File: src/rtl/nstrg_pkg.sv
`timescale 1ns / 1ps

package nstrg_pkg;

  // Table size default and register map
  localparam int unsigned SUBSCRIBER_SLOTS_DEF = 4;
  localparam int unsigned PADDR_W              = 3;
  localparam logic [PADDR_W-3:0] REG_NOTIFY_INTERVAL = '0;
  localparam logic [31:0] INTERVAL_RESET       = 32'd1000;

  // Descriptor and payload constants
  localparam logic [15:0] CCCD_NOTIFY_EN = 16'h0001;
  localparam logic [7:0]  RATE_MAX       = 8'd255;
  localparam logic [7:0]  FLAGS_UINT8    = 8'h00;

  // Input command codes
  typedef enum logic [2:0] {
    CMD_SUBSCRIBE  = 3'd0,
    CMD_DISCONNECT = 3'd1,
    CMD_UPDATE     = 3'd2,
    CMD_START      = 3'd3,
    CMD_STOP       = 3'd4
  } cmd_e;

  // Table operation carried along the cell chain
  typedef enum logic {
    OP_ADD  = 1'b0,
    OP_DROP = 1'b1
  } op_e;

  typedef struct packed {
    logic        valid;
    op_e         op;
    logic [15:0] handle;
    logic        found;      // handle already active in an earlier cell
    logic        free_seen;  // an earlier cell was free
    logic        any;        // some earlier cell is active after the op
  } tok_t;

  typedef struct packed {
    logic        valid;
    logic [15:0] handle;
  } commit_t;

endpackage

File: src/rtl/notify_subscriber_table_rate_gate_top.sv
`timescale 1ns / 1ps
// Order: a subscribe or disconnect while started walks through the chain of table cells, then
// through ST_EMIT into the output register; every other command goes to ST_EMIT directly.
// The input stalls while an item is in progress, until it has left ST_EMIT; a table write
// walks its operation through the chain of table cells, one cell per cycle.
// Reset: asynchronous, active low; clears the table, the started flag, the time stamp and the
// output register, and loads the notify interval with 1000 ms.

module notify_subscriber_table_rate_gate_top import nstrg_pkg::*; #(
  parameter int unsigned SUBSCRIBER_SLOTS = SUBSCRIBER_SLOTS_DEF
) (
  input  logic               clk_i,
  input  logic               rst_ni,
  // configuration port
  input  logic               psel,
  input  logic               penable,
  input  logic               pwrite,
  input  logic [PADDR_W-1:0] paddr,
  input  logic [31:0]        pwdata,
  output logic [31:0]        prdata,
  output logic               pready,
  // input channel
  input  logic               in_valid_i,
  output logic               in_stall_o,
  input  logic [2:0]         command_i,
  input  logic [15:0]        connection_handle_i,
  input  logic [15:0]        subscription_value_i,
  input  logic [31:0]        now_ms_i,
  input  logic               rate_valid_i,
  input  logic [15:0]        rate_bpm_i,
  // output channel
  output logic               out_valid_o,
  input  logic               out_stall_i,
  output logic               notify_o,
  output logic [7:0]         payload_flags_o,
  output logic [7:0]         payload_rate_o,
  output logic               has_subscribers_o,
  output logic               is_initialized_o,
  output logic [31:0]        last_notify_time_o
);

  typedef enum logic [1:0] {
    ST_IDLE,
    ST_WALK,
    ST_EMIT
  } state_e;

  state_e      state_q, state_d;
  logic [31:0] interval_q;
  logic        started_q, started_d;
  logic        any_q, any_d;
  logic [31:0] stamp_q, stamp_d;
  logic        notify_q, notify_d;
  logic [7:0]  rate_q, rate_d;

  logic        out_valid_q;
  logic        out_notify_q;
  logic [7:0]  out_rate_q;
  logic        out_any_q;
  logic        out_started_q;
  logic [31:0] out_stamp_q;

  logic        in_xfer;
  logic        cfg_wr;
  logic        clear;
  logic [31:0] elapsed;
  logic        rate_ok;
  logic        out_free;
  tok_t        tok [SUBSCRIBER_SLOTS+1];
  commit_t     commit;

  // Configuration access
  assign pready = 1'b1;
  assign cfg_wr = psel && penable && pwrite && (paddr[PADDR_W-1:2] == REG_NOTIFY_INTERVAL);
  assign prdata = (paddr[PADDR_W-1:2] == REG_NOTIFY_INTERVAL) ? interval_q : '0;

  // Handshakes
  assign in_stall_o = (state_q != ST_IDLE);
  assign in_xfer    = in_valid_i && !in_stall_o;
  assign out_free   = !out_valid_q || !out_stall_i;

  assign elapsed = now_ms_i - stamp_q;
  assign rate_ok = rate_valid_i && (rate_bpm_i != '0) && (rate_bpm_i[15:8] == '0);

  // Launch table operations into the chain
  always_comb begin
    tok[0]           = '0;
    tok[0].valid     = in_xfer && started_q &&
                       ((command_i == CMD_SUBSCRIBE) || (command_i == CMD_DISCONNECT));
    tok[0].op        = ((command_i == CMD_SUBSCRIBE) &&
                        ((subscription_value_i & CCCD_NOTIFY_EN) != '0)) ? OP_ADD : OP_DROP;
    tok[0].handle    = connection_handle_i;
  end

  // Insert into the first free cell when the walk found no copy
  assign commit.valid  = tok[SUBSCRIBER_SLOTS].valid && (tok[SUBSCRIBER_SLOTS].op == OP_ADD) &&
                         !tok[SUBSCRIBER_SLOTS].found && tok[SUBSCRIBER_SLOTS].free_seen;
  assign commit.handle = tok[SUBSCRIBER_SLOTS].handle;

  assign clear = in_xfer && (((command_i == CMD_START) && !started_q) ||
                             ((command_i == CMD_STOP) && started_q));

  for (genvar g = 0; g < SUBSCRIBER_SLOTS; g++) begin : g_cell
    nstrg_cell u_cell (
      .clk_i    (clk_i),
      .rst_ni   (rst_ni),
      .clear_i  (clear),
      .commit_i (commit),
      .tok_i    (tok[g]),
      .tok_o    (tok[g+1])
    );
  end

  // Sequence one item and decode its command
  always_comb begin
    state_d   = state_q;
    started_d = started_q;
    any_d     = any_q;
    stamp_d   = stamp_q;
    notify_d  = notify_q;
    rate_d    = rate_q;
    case (state_q)
      ST_IDLE: begin
        if (in_xfer) begin
          notify_d = 1'b0;
          rate_d   = '0;
          state_d  = ST_EMIT;
          case (command_i)
            CMD_SUBSCRIBE, CMD_DISCONNECT: begin
              if (started_q) state_d = ST_WALK;
            end
            CMD_UPDATE: begin
              if (started_q && any_q && (elapsed >= interval_q)) begin
                stamp_d = now_ms_i;
                if (rate_ok) begin
                  notify_d = 1'b1;
                  rate_d   = rate_bpm_i[7:0] & RATE_MAX;
                end
              end
            end
            CMD_START: begin
              if (!started_q) begin
                started_d = 1'b1;
                any_d     = 1'b0;
                stamp_d   = '0;
              end
            end
            CMD_STOP: begin
              if (started_q) begin
                started_d = 1'b0;
                any_d     = 1'b0;
                stamp_d   = '0;
              end
            end
            default: ;
          endcase
        end
      end
      ST_WALK: begin
        if (tok[SUBSCRIBER_SLOTS].valid) begin
          any_d   = tok[SUBSCRIBER_SLOTS].any || commit.valid;
          state_d = ST_EMIT;
        end
      end
      ST_EMIT: begin
        if (out_free) state_d = ST_IDLE;
      end
      default: state_d = ST_IDLE;
    endcase
  end

  // Hold state and the output register
  always_ff @(posedge clk_i or negedge rst_ni) begin
    if (!rst_ni) begin
      state_q       <= ST_IDLE;
      interval_q    <= INTERVAL_RESET;
      started_q     <= 1'b0;
      any_q         <= 1'b0;
      stamp_q       <= '0;
      notify_q      <= 1'b0;
      rate_q        <= '0;
      out_valid_q   <= 1'b0;
      out_notify_q  <= 1'b0;
      out_rate_q    <= '0;
      out_any_q     <= 1'b0;
      out_started_q <= 1'b0;
      out_stamp_q   <= '0;
    end else begin
      state_q   <= state_d;
      started_q <= started_d;
      any_q     <= any_d;
      stamp_q   <= stamp_d;
      notify_q  <= notify_d;
      rate_q    <= rate_d;
      if (cfg_wr) interval_q <= pwdata;
      if (state_q == ST_EMIT && out_free) begin
        out_valid_q   <= 1'b1;
        out_notify_q  <= notify_q;
        out_rate_q    <= rate_q;
        out_any_q     <= any_q;
        out_started_q <= started_q;
        out_stamp_q   <= stamp_q;
      end else if (!out_stall_i) begin
        out_valid_q <= 1'b0;
      end
    end
  end

  assign out_valid_o        = out_valid_q;
  assign notify_o           = out_notify_q;
  assign payload_flags_o    = FLAGS_UINT8;
  assign payload_rate_o     = out_rate_q;
  assign has_subscribers_o  = out_any_q;
  assign is_initialized_o   = out_started_q;
  assign last_notify_time_o = out_stamp_q;

endmodule

File: src/rtl/nstrg_cell.sv
`timescale 1ns / 1ps

module nstrg_cell import nstrg_pkg::*; (
  input  logic    clk_i,
  input  logic    rst_ni,
  input  logic    clear_i,
  input  commit_t commit_i,
  input  tok_t    tok_i,
  output tok_t    tok_o
);

  logic        active_q, active_d;
  logic [15:0] handle_q, handle_d;
  logic        cand_q, cand_d;
  tok_t        tok_q, tok_d;
  logic        hit;

  assign hit = (handle_q == tok_i.handle);

  // Annotate the passing operation with this entry
  always_comb begin
    tok_d = tok_i;
    if (tok_i.op == OP_ADD) begin
      tok_d.found     = tok_i.found | (active_q & hit);
      tok_d.free_seen = tok_i.free_seen | ~active_q;
      tok_d.any       = tok_i.any | active_q;
    end else begin
      tok_d.any       = tok_i.any | (active_q & ~hit);
    end
  end

  // Update the entry: clear, drop on match, mark the first free cell on an add, or take a committed add
  always_comb begin
    active_d = active_q;
    handle_d = handle_q;
    cand_d   = cand_q;
    if (clear_i) begin
      active_d = 1'b0;
      handle_d = '0;
      cand_d   = 1'b0;
    end else if (tok_i.valid && tok_i.op == OP_DROP && hit) begin
      active_d = 1'b0;
      handle_d = '0;
    end else if (tok_i.valid && tok_i.op == OP_ADD) begin
      cand_d = ~active_q & ~tok_i.free_seen;
    end else if (commit_i.valid && cand_q) begin
      active_d = 1'b1;
      handle_d = commit_i.handle;
      cand_d   = 1'b0;
    end
  end

  always_ff @(posedge clk_i or negedge rst_ni) begin
    if (!rst_ni) begin
      active_q <= 1'b0;
      handle_q <= '0;
      cand_q   <= 1'b0;
      tok_q    <= '0;
    end else begin
      active_q <= active_d;
      handle_q <= handle_d;
      cand_q   <= cand_d;
      tok_q    <= tok_d;
    end
  end

  assign tok_o = tok_q;

endmodule

File: config.mk
export PLATFORM = sky130hd
export DESIGN_NAME = notify_subscriber_table_rate_gate_top
export DESIGN_NICKNAME = d
export VERILOG_FILES = /design/src/rtl/nstrg_pkg.sv /design/src/rtl/notify_subscriber_table_rate_gate_top.sv /design/src/rtl/nstrg_cell.sv
export SDC_FILE = /design/constraint.sdc
export NUM_CORES = 1
export LEC_CHECK = 0
export BUFFER_PORTS_ARGS = -buffer_cell sky130_fd_sc_hd__buf_2
export CAP_MARGIN = 5
export CORE_UTILIZATION = 45
export CTS_BUF_LIST = sky130_fd_sc_hd__clkbuf_4
export DETAILED_ROUTE_END_ITERATION = 6
export GPL_TIMING_DRIVEN = 0
export PLACE_DENSITY = 0.63
export SLEW_MARGIN = 20
export SYNTH_ARGS = -nofsm -noshare
export SYNTH_HDL_FRONTEND = slang
export SYNTH_SLANG_ARGS = --single-unit
File: constraint.sdc
create_clock -name clk_i -period 11.15 [get_ports clk_i]
set_input_delay 2.7875 -clock clk_i [delete_from_list [all_inputs] [get_ports clk_i]]
set_output_delay 2.7875 -clock clk_i [all_outputs]
set_load 0.01 [all_outputs]
# Word level (Yosys, flattened, before mapping)
# Cells that the tools add are included.
# word_totals
register_bits	277
inputBits	126
out_inout_bits	86
# classes
add_sub_neg	1
order_cmp	1
eq_ne	28
muxes	83
bitwise	39
reduce_logical	73
# ops
operator	count
two-way mux 16 bit	16
two-way mux 32 bit	4
case mux 32 bit (3 select lines)	1
equality test 16 bit	4
two-way mux 1 bit	46
logical AND 1 bit	34
>= comparator 32 bit	1
subtractor 32 bit	1
nonzero test 3 bit	9
two-way mux 8 bit	3
two-way mux 2 bit	9
!= test 2 bit (second input constant)	9
AND reduction 2 bit	9
NOT 1 bit	16
nonzero test 16 bit	1
!= test 3 x 2 -> 1 bit (second input constant)	4
OR 1 bit	12
AND reduction 6 bit	2
AND 1 bit	11
!= test 3 bit (second input constant)	3
logical NOT 8 bit	1
equality test 3 x 2 -> 1 bit (second input constant)	2
case mux 1 bit (2 select lines)	3
case mux 2 bit (3 select lines)	1
12 further kinds	23

# Depth between registers and ports, before layout
# Gate-level depths: netlist (run 1).
# depth
ltp_word	9
mapped_depth	21
mapped_depth_nobuf	20

# Hierarchy
# Synthesis (run 1) repeated with hierarchy kept, for this count alone.
# hier_totals
cells_unflattened	1186
area_unflattened_um2	13695.6
# modules_own_cells
module	instances	cells_each	area_per_inst_um2	seq_area_each_um2
notify_subscriber_table_rate_gate_top	1	718	7119.3	3035.4
nstrg_cell	4	117	1644.1	975.9

# Worst setup path after synthesis (run 1)
# Ideal clock, no wire load.
# synth_timing
path_kind	input -> register
start	input port now_ms_i[0]
end	register stamp_q[10]
setup_ns	0.079
t_arrival_ns	6.240
path_slack_ns	4.831
path_stages	18
n_path_buf	1
cell_sequence	inv_1 ha_1 inv_1 fa_1 a21o_1 a221o_1 a221oi_2 nor2_2 nor2_2 xnor2_1 ha_1 nand4_1 or3_1 o211ai_1 nor2_1 o211ai_1 buf_2 mux2i_1
# synth_via
elab_chain_len	5
# synth_rtl
item	line_no	source
start: declaration	notify_subscriber_table_rate_gate_top.sv:28	input logic [31:0] now_ms_i,
subtractor 32 bit	notify_subscriber_table_rate_gate_top.sv:82	assign elapsed = now_ms_i - stamp_q;
>= comparator 32 bit	notify_subscriber_table_rate_gate_top.sv:133	if (started_q && any_q && (elapsed >= interval_q)) begin
logical AND 1 bit	notify_subscriber_table_rate_gate_top.sv:133	
!= test 2 bit (no source line)	--	
AND reduction 6 bit (no source line)	--	
end signal: assignment	notify_subscriber_table_rate_gate_top.sv:192	stamp_q <= stamp_d;
end: declaration	notify_subscriber_table_rate_gate_top.sv:52	logic [31:0] stamp_q, stamp_d;
# No other way between the ends.
# A chain may end at the register's enable or synchronous reset.

# Worst setup path after layout (run 1)
# layout_timing
start	input port now_ms_i[0]
end	register stamp_q[11]
# Same word-level chain as after synthesis.

==> impl_metrics.csv, run 1 <==
group,metric,value,unit
outcome,status,"complete, no violations",
clocking,clk_latency,0.69,ns
clocking,cts_hold_buf,0,
floorplan,io_pins,212,
placed_design,place_congestion,0.828,
timing,final_hold_viol_count,0,
floorplan,die_x,172,um
placed_design,numPlacedInstances,1748,
route,via_per_inst,5.03,
setup_path,crit_type,"in2reg",
setup_path,start_kind,"primary input",
global_routing,grt_pass1_wl,47.8,mm
final_layout,final_cell_mix,"271 x dfrtp_1, 195 x buf_2, 145 x nand2_1",
route,ant_nets,0,
logic_synthesis,seq_area_frac_synth,53.5,%
timing,grt_setup_unrepaired,"false",
setup_path,cp_slowest_cell,"o211ai_1",
pwr,ir_drop,82.1,uV
timing,worst_slew_pin_slew,0.961,ns
clocking,tritoncts,"done",
route,wire_per_inst,15.9,um
route,firstDrtPassIters,4,
final_layout,fill_cells,2553,
route,finalWirelength,29.9,mm
timing,skew,0.0691,ns
floorplan,initial_utilization,46.2,%
placed_design,dpl.hpwl,22.4,mm
timing,setup_tns,0,ns
final_layout,drive_gt1_share,26.0,%
route,vias,9454,
logic_synthesis,syn_inst,1176,
logic_synthesis,syn_area,13000,sq um
timing,setup_viol,0,
clocking,clock_path_buffers,3,
pwr,p_total,3.06,mW
pwr,p_per_area,198,nW/um^2
pwr,leakagePower,7.62,nW
route,drtIter0Drc,439,
hold_path,whs_path_depth,0,
setup_path,crit_chain,"buf_2 -> inv_1 -> ha_1 -> inv_1 -> fa_1 -> a21o_1 -> a221o_1 -> a221oi_2 -> o21ai_1 -> nand4_1 -> a31oi_1 -> mux2i_1 -> o211ai_1 -> ha_1 -> nand4_1 -> nor2_1 -> nand3_1 -> o211ai_1 -> buf_2 -> mux2i_1",
timing,slew_headroom,35.5,%
clocking,cts_setup_buffers,0,
route,drc,0,
floorplan,die-area,29500,sq um
hold_path,hold_end,"g_cell[3].u_cell.tok_o[9]",
final_layout,layout_commonest_cell,"dfrtp_1",
placed_design,numPortBuffers,185,
global_routing,gr-max-usage-layer,"met2",
final_layout,final_cells,1879,
hold_path,hold_start,"g_cell[2].u_cell.tok_o[9]",
logic_synthesis,synthFlopType,"dfrtp_1",
global_routing,grt_start_max_net_pins,103,
logic_synthesis,synth_async_sr_flop_share,100,%
job,maxCapViolations,0,
clocking,cts.sinks,277,
logic_synthesis,synth_area_leader_cell,"dfrtp_1",
timing,fin_crit,6.85,ns
floorplan,die_h,172,um
logic_synthesis,synth_seq_cells,277,
logic_synthesis,ys_types,58,
placed_design,dp_worst_setup_slack,3.67,ns
setup_path,reg2reg_from,"stamp_q[0]",
global_routing,grt-ovfl-total,0,
timing,clock.fmax,0.146,GHz
final_layout,area_growth,18.8,%
floorplan,coreArea,28100,sq um
setup_path,rrSetupSlack,6.23,ns
setup_path,worstPathArrival,7.41,ns
floorplan,rows,61,
setup_path,crit_fanout,10,
setup_path,cpPeakStageDelay,0.61,ns
clocking,root_buffer,"clkbuf_4",
setup_path,end_kind,"flop",
global_routing,met1_usage,27.3,%
global_routing,met2_usage,33.4,%
clocking,cts_buffers,77,
final_layout,fin_nets,1639,
logic_synthesis,avgSynthCellArea,11.0,sq um
final_layout,utilization,54.8,%
logic_synthesis,synth_area_leaders,"dfrtp_1 52%, ha_1 6.1%, xnor2_1 4.5%",
hold_path,hold_class,"reg2reg",
setup_path,cp.required,11.72,ns
setup_path,path_delay_family,"compound AO/OA/AOI/OAI gates",
logic_synthesis,yosys_warnings,0,
clocking,cts.clk_slew.worst_paths,0.06,ns
setup_path,path_buf_inv,4,
global_routing,grt_use_met3,4.88,%
clocking,post_cts_resized,0,
timing,worst_slack,4.30,ns
global_routing,antenna_found_initial,4,
global_routing,grt.total_usage,20.8,%
setup_path,regToRegEndpoint,"stamp_q[11]",
logic_synthesis,synth_edf_count,0,
clocking,h-tree-depth,3,
timing,drv_slew,0,
setup_path,reg2reg_depth,18,
timing,finalCritPeriodShare,61.4,%
global_routing,first_global_vias,9615,
logic_synthesis,synth_top_area_share,52.3,%
[cell type report]
| cell class | count | area [sq um] | share of cell area [%] |
|---|---|---|---|
| Inverter | 77 | 289 | 1.88 |
| Clock buffer | 114 | 856 | 5.56 |
| Sequential cell | 277 | 6940 | 45.1 |
| Clock inverter | 15 | 82.6 | 0.536 |
| Timing Repair Buffer | 187 | 991 | 6.43 |
| Tap cell | 378 | 473 | 3.07 |
| Buffer | 48 | 228 | 1.48 |
| Antenna cell | 2 | 5.00 | 0.0325 |
| Multi-Input combinational cell | 781 | 5540 | 36.0 |
[kinds of logic after synthesis]
| group | Yosys count | synth area share, % |
|---|---|---|
| AOI/OAI and AO/OA | 241 | 13.1 |
| buffers and inverters | 125 | 3.99 |
| muxes | 78 | 6.46 |
| adders and majority gates | 64 | 6.24 |
| and+or+nand+nor | 298 | 10.5 |
| DFF | 277 | 53.5 |
| other | 2 | 0.0579 |
| xor gates and xnor gates | 91 | 6.15 |
[routing by layer]
| layer | vias to the layer above | wire [um] | share of wire [%] |
|---|---|---|---|
| met1 | 4484 | 13800 | 46 |
| met4 | 4 | 568 | 1.9 |
| li1 | 4667 | - | - |
| met3 | 53 | 1700 | 5.7 |
| met2 | 246 | 13800 | 46 |
| met5 | - | 31 | 0.10 |
[power by group]
part	internal (mW)	switching (mW)
Combinational	0.393	0.536
Sequential	1.15	0.0847
Clock	0.486	0.404
Total	2.03	1.03
[state kept, by name, indices dropped and copies added, names as in the netlist]
| signal | count |
|---|---|
| started_q | 1 |
| state_q | 2 |
| g_cell.u_cell.cand_q | 4 |
| rate_q | 8 |
| any_q | 1 |
| g_cell.u_cell.tok_o | 84 |
| notify_q | 1 |
| is_initialized_o | 1 |
| g_cell.u_cell.active_q | 4 |
| payload_rate_o | 8 |
| has_subscribers_o | 1 |
| last_notify_time_o | 32 |
| notify_o | 1 |
| out_valid_o | 1 |
| stamp_q | 32 |
| g_cell.u_cell.handle_q | 64 |
| interval_q | 32 |
[cells in the mapped netlist, types with 11 or more instances]
cell	count
nand2_1	145
mux2_2	45
mux2i_1	33
inv_1	77
nand4_1	24
xnor2_1	66
buf_2	11
nor2_1	58
o21ai_0	52
a21o_1	30
a21oi_1	44
clkbuf_1	25
xor2_1	25
dfrtp_1	271
a22o_1	65
ha_1	63
nor4_1	12
[metrics by stage]
| stage | cell area [sq um] | hold WS (ns) |
|---|---|---|
| after detailed placement | 14500 | 0.382 |
| after global routing | 15400 | 0.391 |
| after CTS | 15400 | 0.388 |
| after floorplan | 13000 | 0.373 |
| after global placement | 14400 | 0.376 |
| final | 15400 | 0.382 |
[worst max-delay path by stage]
| stage | slack, ns | cells past startpoint | start | to |
|---|---|---|---|---|
| after floorplan | 4.83 | 18 | now_ms_i[0] | stamp_q[10] |
| after global placement | 2.23 | 1 | rst_ni | g_cell[0].u_cell.handle_q[6] |
| after detailed placement | 3.67 | 20 | now_ms_i[0] | stamp_q[2] |
| after CTS | 4.39 | 20 | now_ms_i[0] | stamp_q[13] |
| after global routing | 4.02 | 20 | now_ms_i[0] | stamp_q[22] |
| final | 4.30 | 20 | now_ms_i[0] | stamp_q[11] |
Note: power is estimated with default switching activity, not from simulation.
==> run 2: changes to the inputs <==
--- a/config.mk
+++ b/config.mk
@@ -11,7 +11,7 @@
 export CTS_BUF_LIST = sky130_fd_sc_hd__clkbuf_4
 export DETAILED_ROUTE_END_ITERATION = 6
 export GPL_TIMING_DRIVEN = 0
-export PLACE_DENSITY = 0.63
+export PLACE_DENSITY = 0.65
 export SLEW_MARGIN = 20
 export SYNTH_ARGS = -nofsm -noshare
 export SYNTH_HDL_FRONTEND = slang
==> constraint.sdc (replaced) <==
create_clock -name clk_i -period 6.2 [get_ports clk_i]
set_input_delay 1.55 -clock clk_i [delete_from_list [all_inputs] [get_ports clk_i]]
set_output_delay 1.55 -clock clk_i [all_outputs]
set_load 0.01 [all_outputs]
==> run 2 against run 1 <==
  * Combinational power rose by 80%
  * Critical path type unchanged
  * Non-clock buffer count unchanged
  * Largest power group unchanged
  * Largest cell class unchanged
  * Setup slack worse by 3.6 ns
  * Clock power up 81%
  * Sequential power grew 80%
  * Hold slack gained 0.0011 ns
  * Clock-buffer cell count is 4 lower
==> impl_metrics.csv, run 2 (same netlist as run 1, synthesis figures left out) <==
group,metric,value,unit
hold_path,hold_start,"g_cell[2].u_cell.tok_o[10]",
clocking,post_cts_resized,0,
route,via_per_inst,5.04,
job,maxCapViolations,0,
final_layout,area_growth,18.9,%
pwr,seq_power_share,40.5,%
floorplan,die_h,172,um
final_layout,fin_nets,1636,
timing,setup_viol,0,
timing,finalCritPeriodShare,88.2,%
setup_path,end_kind,"flop",
clocking,tritoncts,"done",
setup_path,cp.required,6.77,ns
floorplan,coreArea,28100,sq um
route,ant_nets,0,
final_layout,fill_cells,2533,
timing,final_hold_viol_count,0,
setup_path,reg2reg_depth,18,
pwr,p_total,5.51,mW
global_routing,grt.total_usage,20.5,%
timing,worst_slew_pin_slew,1.01,ns
pwr,power_frac_comb,30.3,%
floorplan,die_x,172,um
route,drtIter0Drc,473,
placed_design,numPortBuffers,185,
hold_path,whs_path_depth,0,
clocking,root_buffer,"clkbuf_4",
global_routing,grt-ovfl-total,0,
setup_path,reg2reg_from,"stamp_q[0]",
floorplan,rows,61,
timing,worst_slack,0.730,ns
final_layout,final_cells,1880,
route,vias,9480,
timing,setup_tns,0,ns
global_routing,grt_start_max_net_pins,105,
final_layout,drive_gt1_share,26.0,%
clocking,cts.clk_slew.worst_paths,0.06,ns
setup_path,rrSetupSlack,1.40,ns
timing,slew_headroom,32.1,%
pwr,swShare,33.5,%
floorplan,initial_utilization,46.2,%
placed_design,dp_worst_setup_slack,0.0117,ns
clocking,cts_hold_buf,0,
hold_path,hold_class,"reg2reg",
final_layout,layout_commonest_cell,"dfrtp_1",
clocking,cts_setup_buffers,0,
placed_design,dpl.hpwl,22.0,mm
route,drc,0,
clocking,cts.sinks,277,
pwr,p_clk_share,29.2,%
timing,clock.fmax,0.183,GHz
timing,fin_crit,5.47,ns
global_routing,first_global_vias,9469,
placed_design,place_congestion,0.851,
route,wire_per_inst,15.6,um
clocking,cts_buffers,74,
floorplan,die-area,29500,sq um
final_layout,largest_reg_flops,84,
hold_path,hold_end,"g_cell[3].u_cell.tok_o[10]",
setup_path,regToRegEndpoint,"stamp_q[12]",
pwr,p_int,3.67,mW
timing,drv_slew,0,
pwr,p_per_area,358,nW/um^2
global_routing,antenna_found_initial,4,
clocking,h-tree-depth,3,
clocking,clk_latency,0.68,ns
setup_path,worstPathArrival,6.04,ns
outcome,status,"complete, no violations",
setup_path,crit_fanout,10,
pwr,leakagePower,7.62,nW
setup_path,crit_type,"in2reg",
timing,grt_setup_unrepaired,"false",
route,firstDrtPassIters,5,
pwr,ir_drop,164,uV
pwr,p_switching,1.85,mW
floorplan,io_pins,212,
timing,skew,0.0502,ns
setup_path,start_kind,"primary input",
global_routing,grt_pass1_wl,47.2,mm
route,finalWirelength,29.4,mm
clocking,clock_path_buffers,3,
placed_design,numPlacedInstances,1748,
final_layout,final_cell_mix,"271 x dfrtp_1, 195 x buf_2, 145 x nand2_1",
[run 2: cell types whose count changed in the layout (fill, tap and decap cells not counted), sizes merged]
| cell | previous run | this run |
|---|---|---|
| diode | 2 | 6 |
| clkinv | 11 | 10 |
| clkbuf | 139 | 135 |
| inv | 80 | 81 |
| bufinv | 1 | 2 |
[run 2: layer usage]
layer  vias up  GRT usage [%]  wire (um)
met5         -              0          0
met4         0           7.53        497
met3        46           4.23       1450
met2       247           33.0      13600
met1      4525           27.3      13800
li1       4662              -          -
[run 2: area by class of cell]
type                    instances  area [sq um]  share of cell area [%]
flip-flops and latches        277          6940                    45.0
multi-input cells             781          5540                    35.9
repair buffers                187           991                    6.43
clock buffers                 110           826                    5.36
well taps                     378           473                    3.07
inverters                      77           289                    1.88
plain buffers                  48           228                    1.48
clock inverters                16           114                   0.739
diodes                          6          15.0                  0.0974
[run 2: how the worst max path moves through the flow]
stage                start                       to  slack, ns
6_report       now_ms_i[0]              stamp_q[12]       0.73
3_5_place_dp   now_ms_i[0]              stamp_q[10]       0.01
2_1_floorplan  now_ms_i[0]              stamp_q[10]       1.12
3_3_place_gp        rst_ni  g_cell[0].u_cell.cand_q      -1.47
5_1_grt        now_ms_i[0]              stamp_q[25]       0.45
4_1_cts        now_ms_i[0]              stamp_q[22]       0.71
[run 2: metrics by stage]
stage | util [%] | cell area [sq um] | hold slack (ns)
after floorplan | - | 13000 | 0.373
after global placement | 51.2 | 14400 | 0.376
after detailed placement | 51.5 | 14500 | 0.380
after CTS | 54.8 | 15400 | 0.383
after global routing | 54.9 | 15400 | 0.391
final | 54.9 | 15400 | 0.383
[run 2: critical path, stage by stage]
cell	delay, ns
buf_2	0.10
inv_1	0.05
ha_1	0.15
inv_1	0.05
fa_1	0.40
a21o_1	0.19
a221o_1	0.39
a221oi_2	0.43
o21ai_1	0.19
nand4_1	0.18
a31oi_1	0.14
mux2i_1	0.18
o211ai_1	0.11
ha_1	0.30
nand4_1	0.11
nor2_1	0.18
nand3_1	0.10
o211ai_1	0.58
buf_2	0.42
mux2i_1	0.23
[run 2: power groups by stage]
stage / Combinational, mW / Sequential, mW / Clock, mW
2_1_floorplan: 1.09 / 2.28 / 0
3_3_place_gp: 1.64 / 2.25 / 0
3_5_place_dp: 1.68 / 2.26 / 0
4_1_cts: 1.69 / 2.23 / 1.67
5_1_grt: 1.91 / 2.26 / 1.78
6_report: 1.67 / 2.23 / 1.61
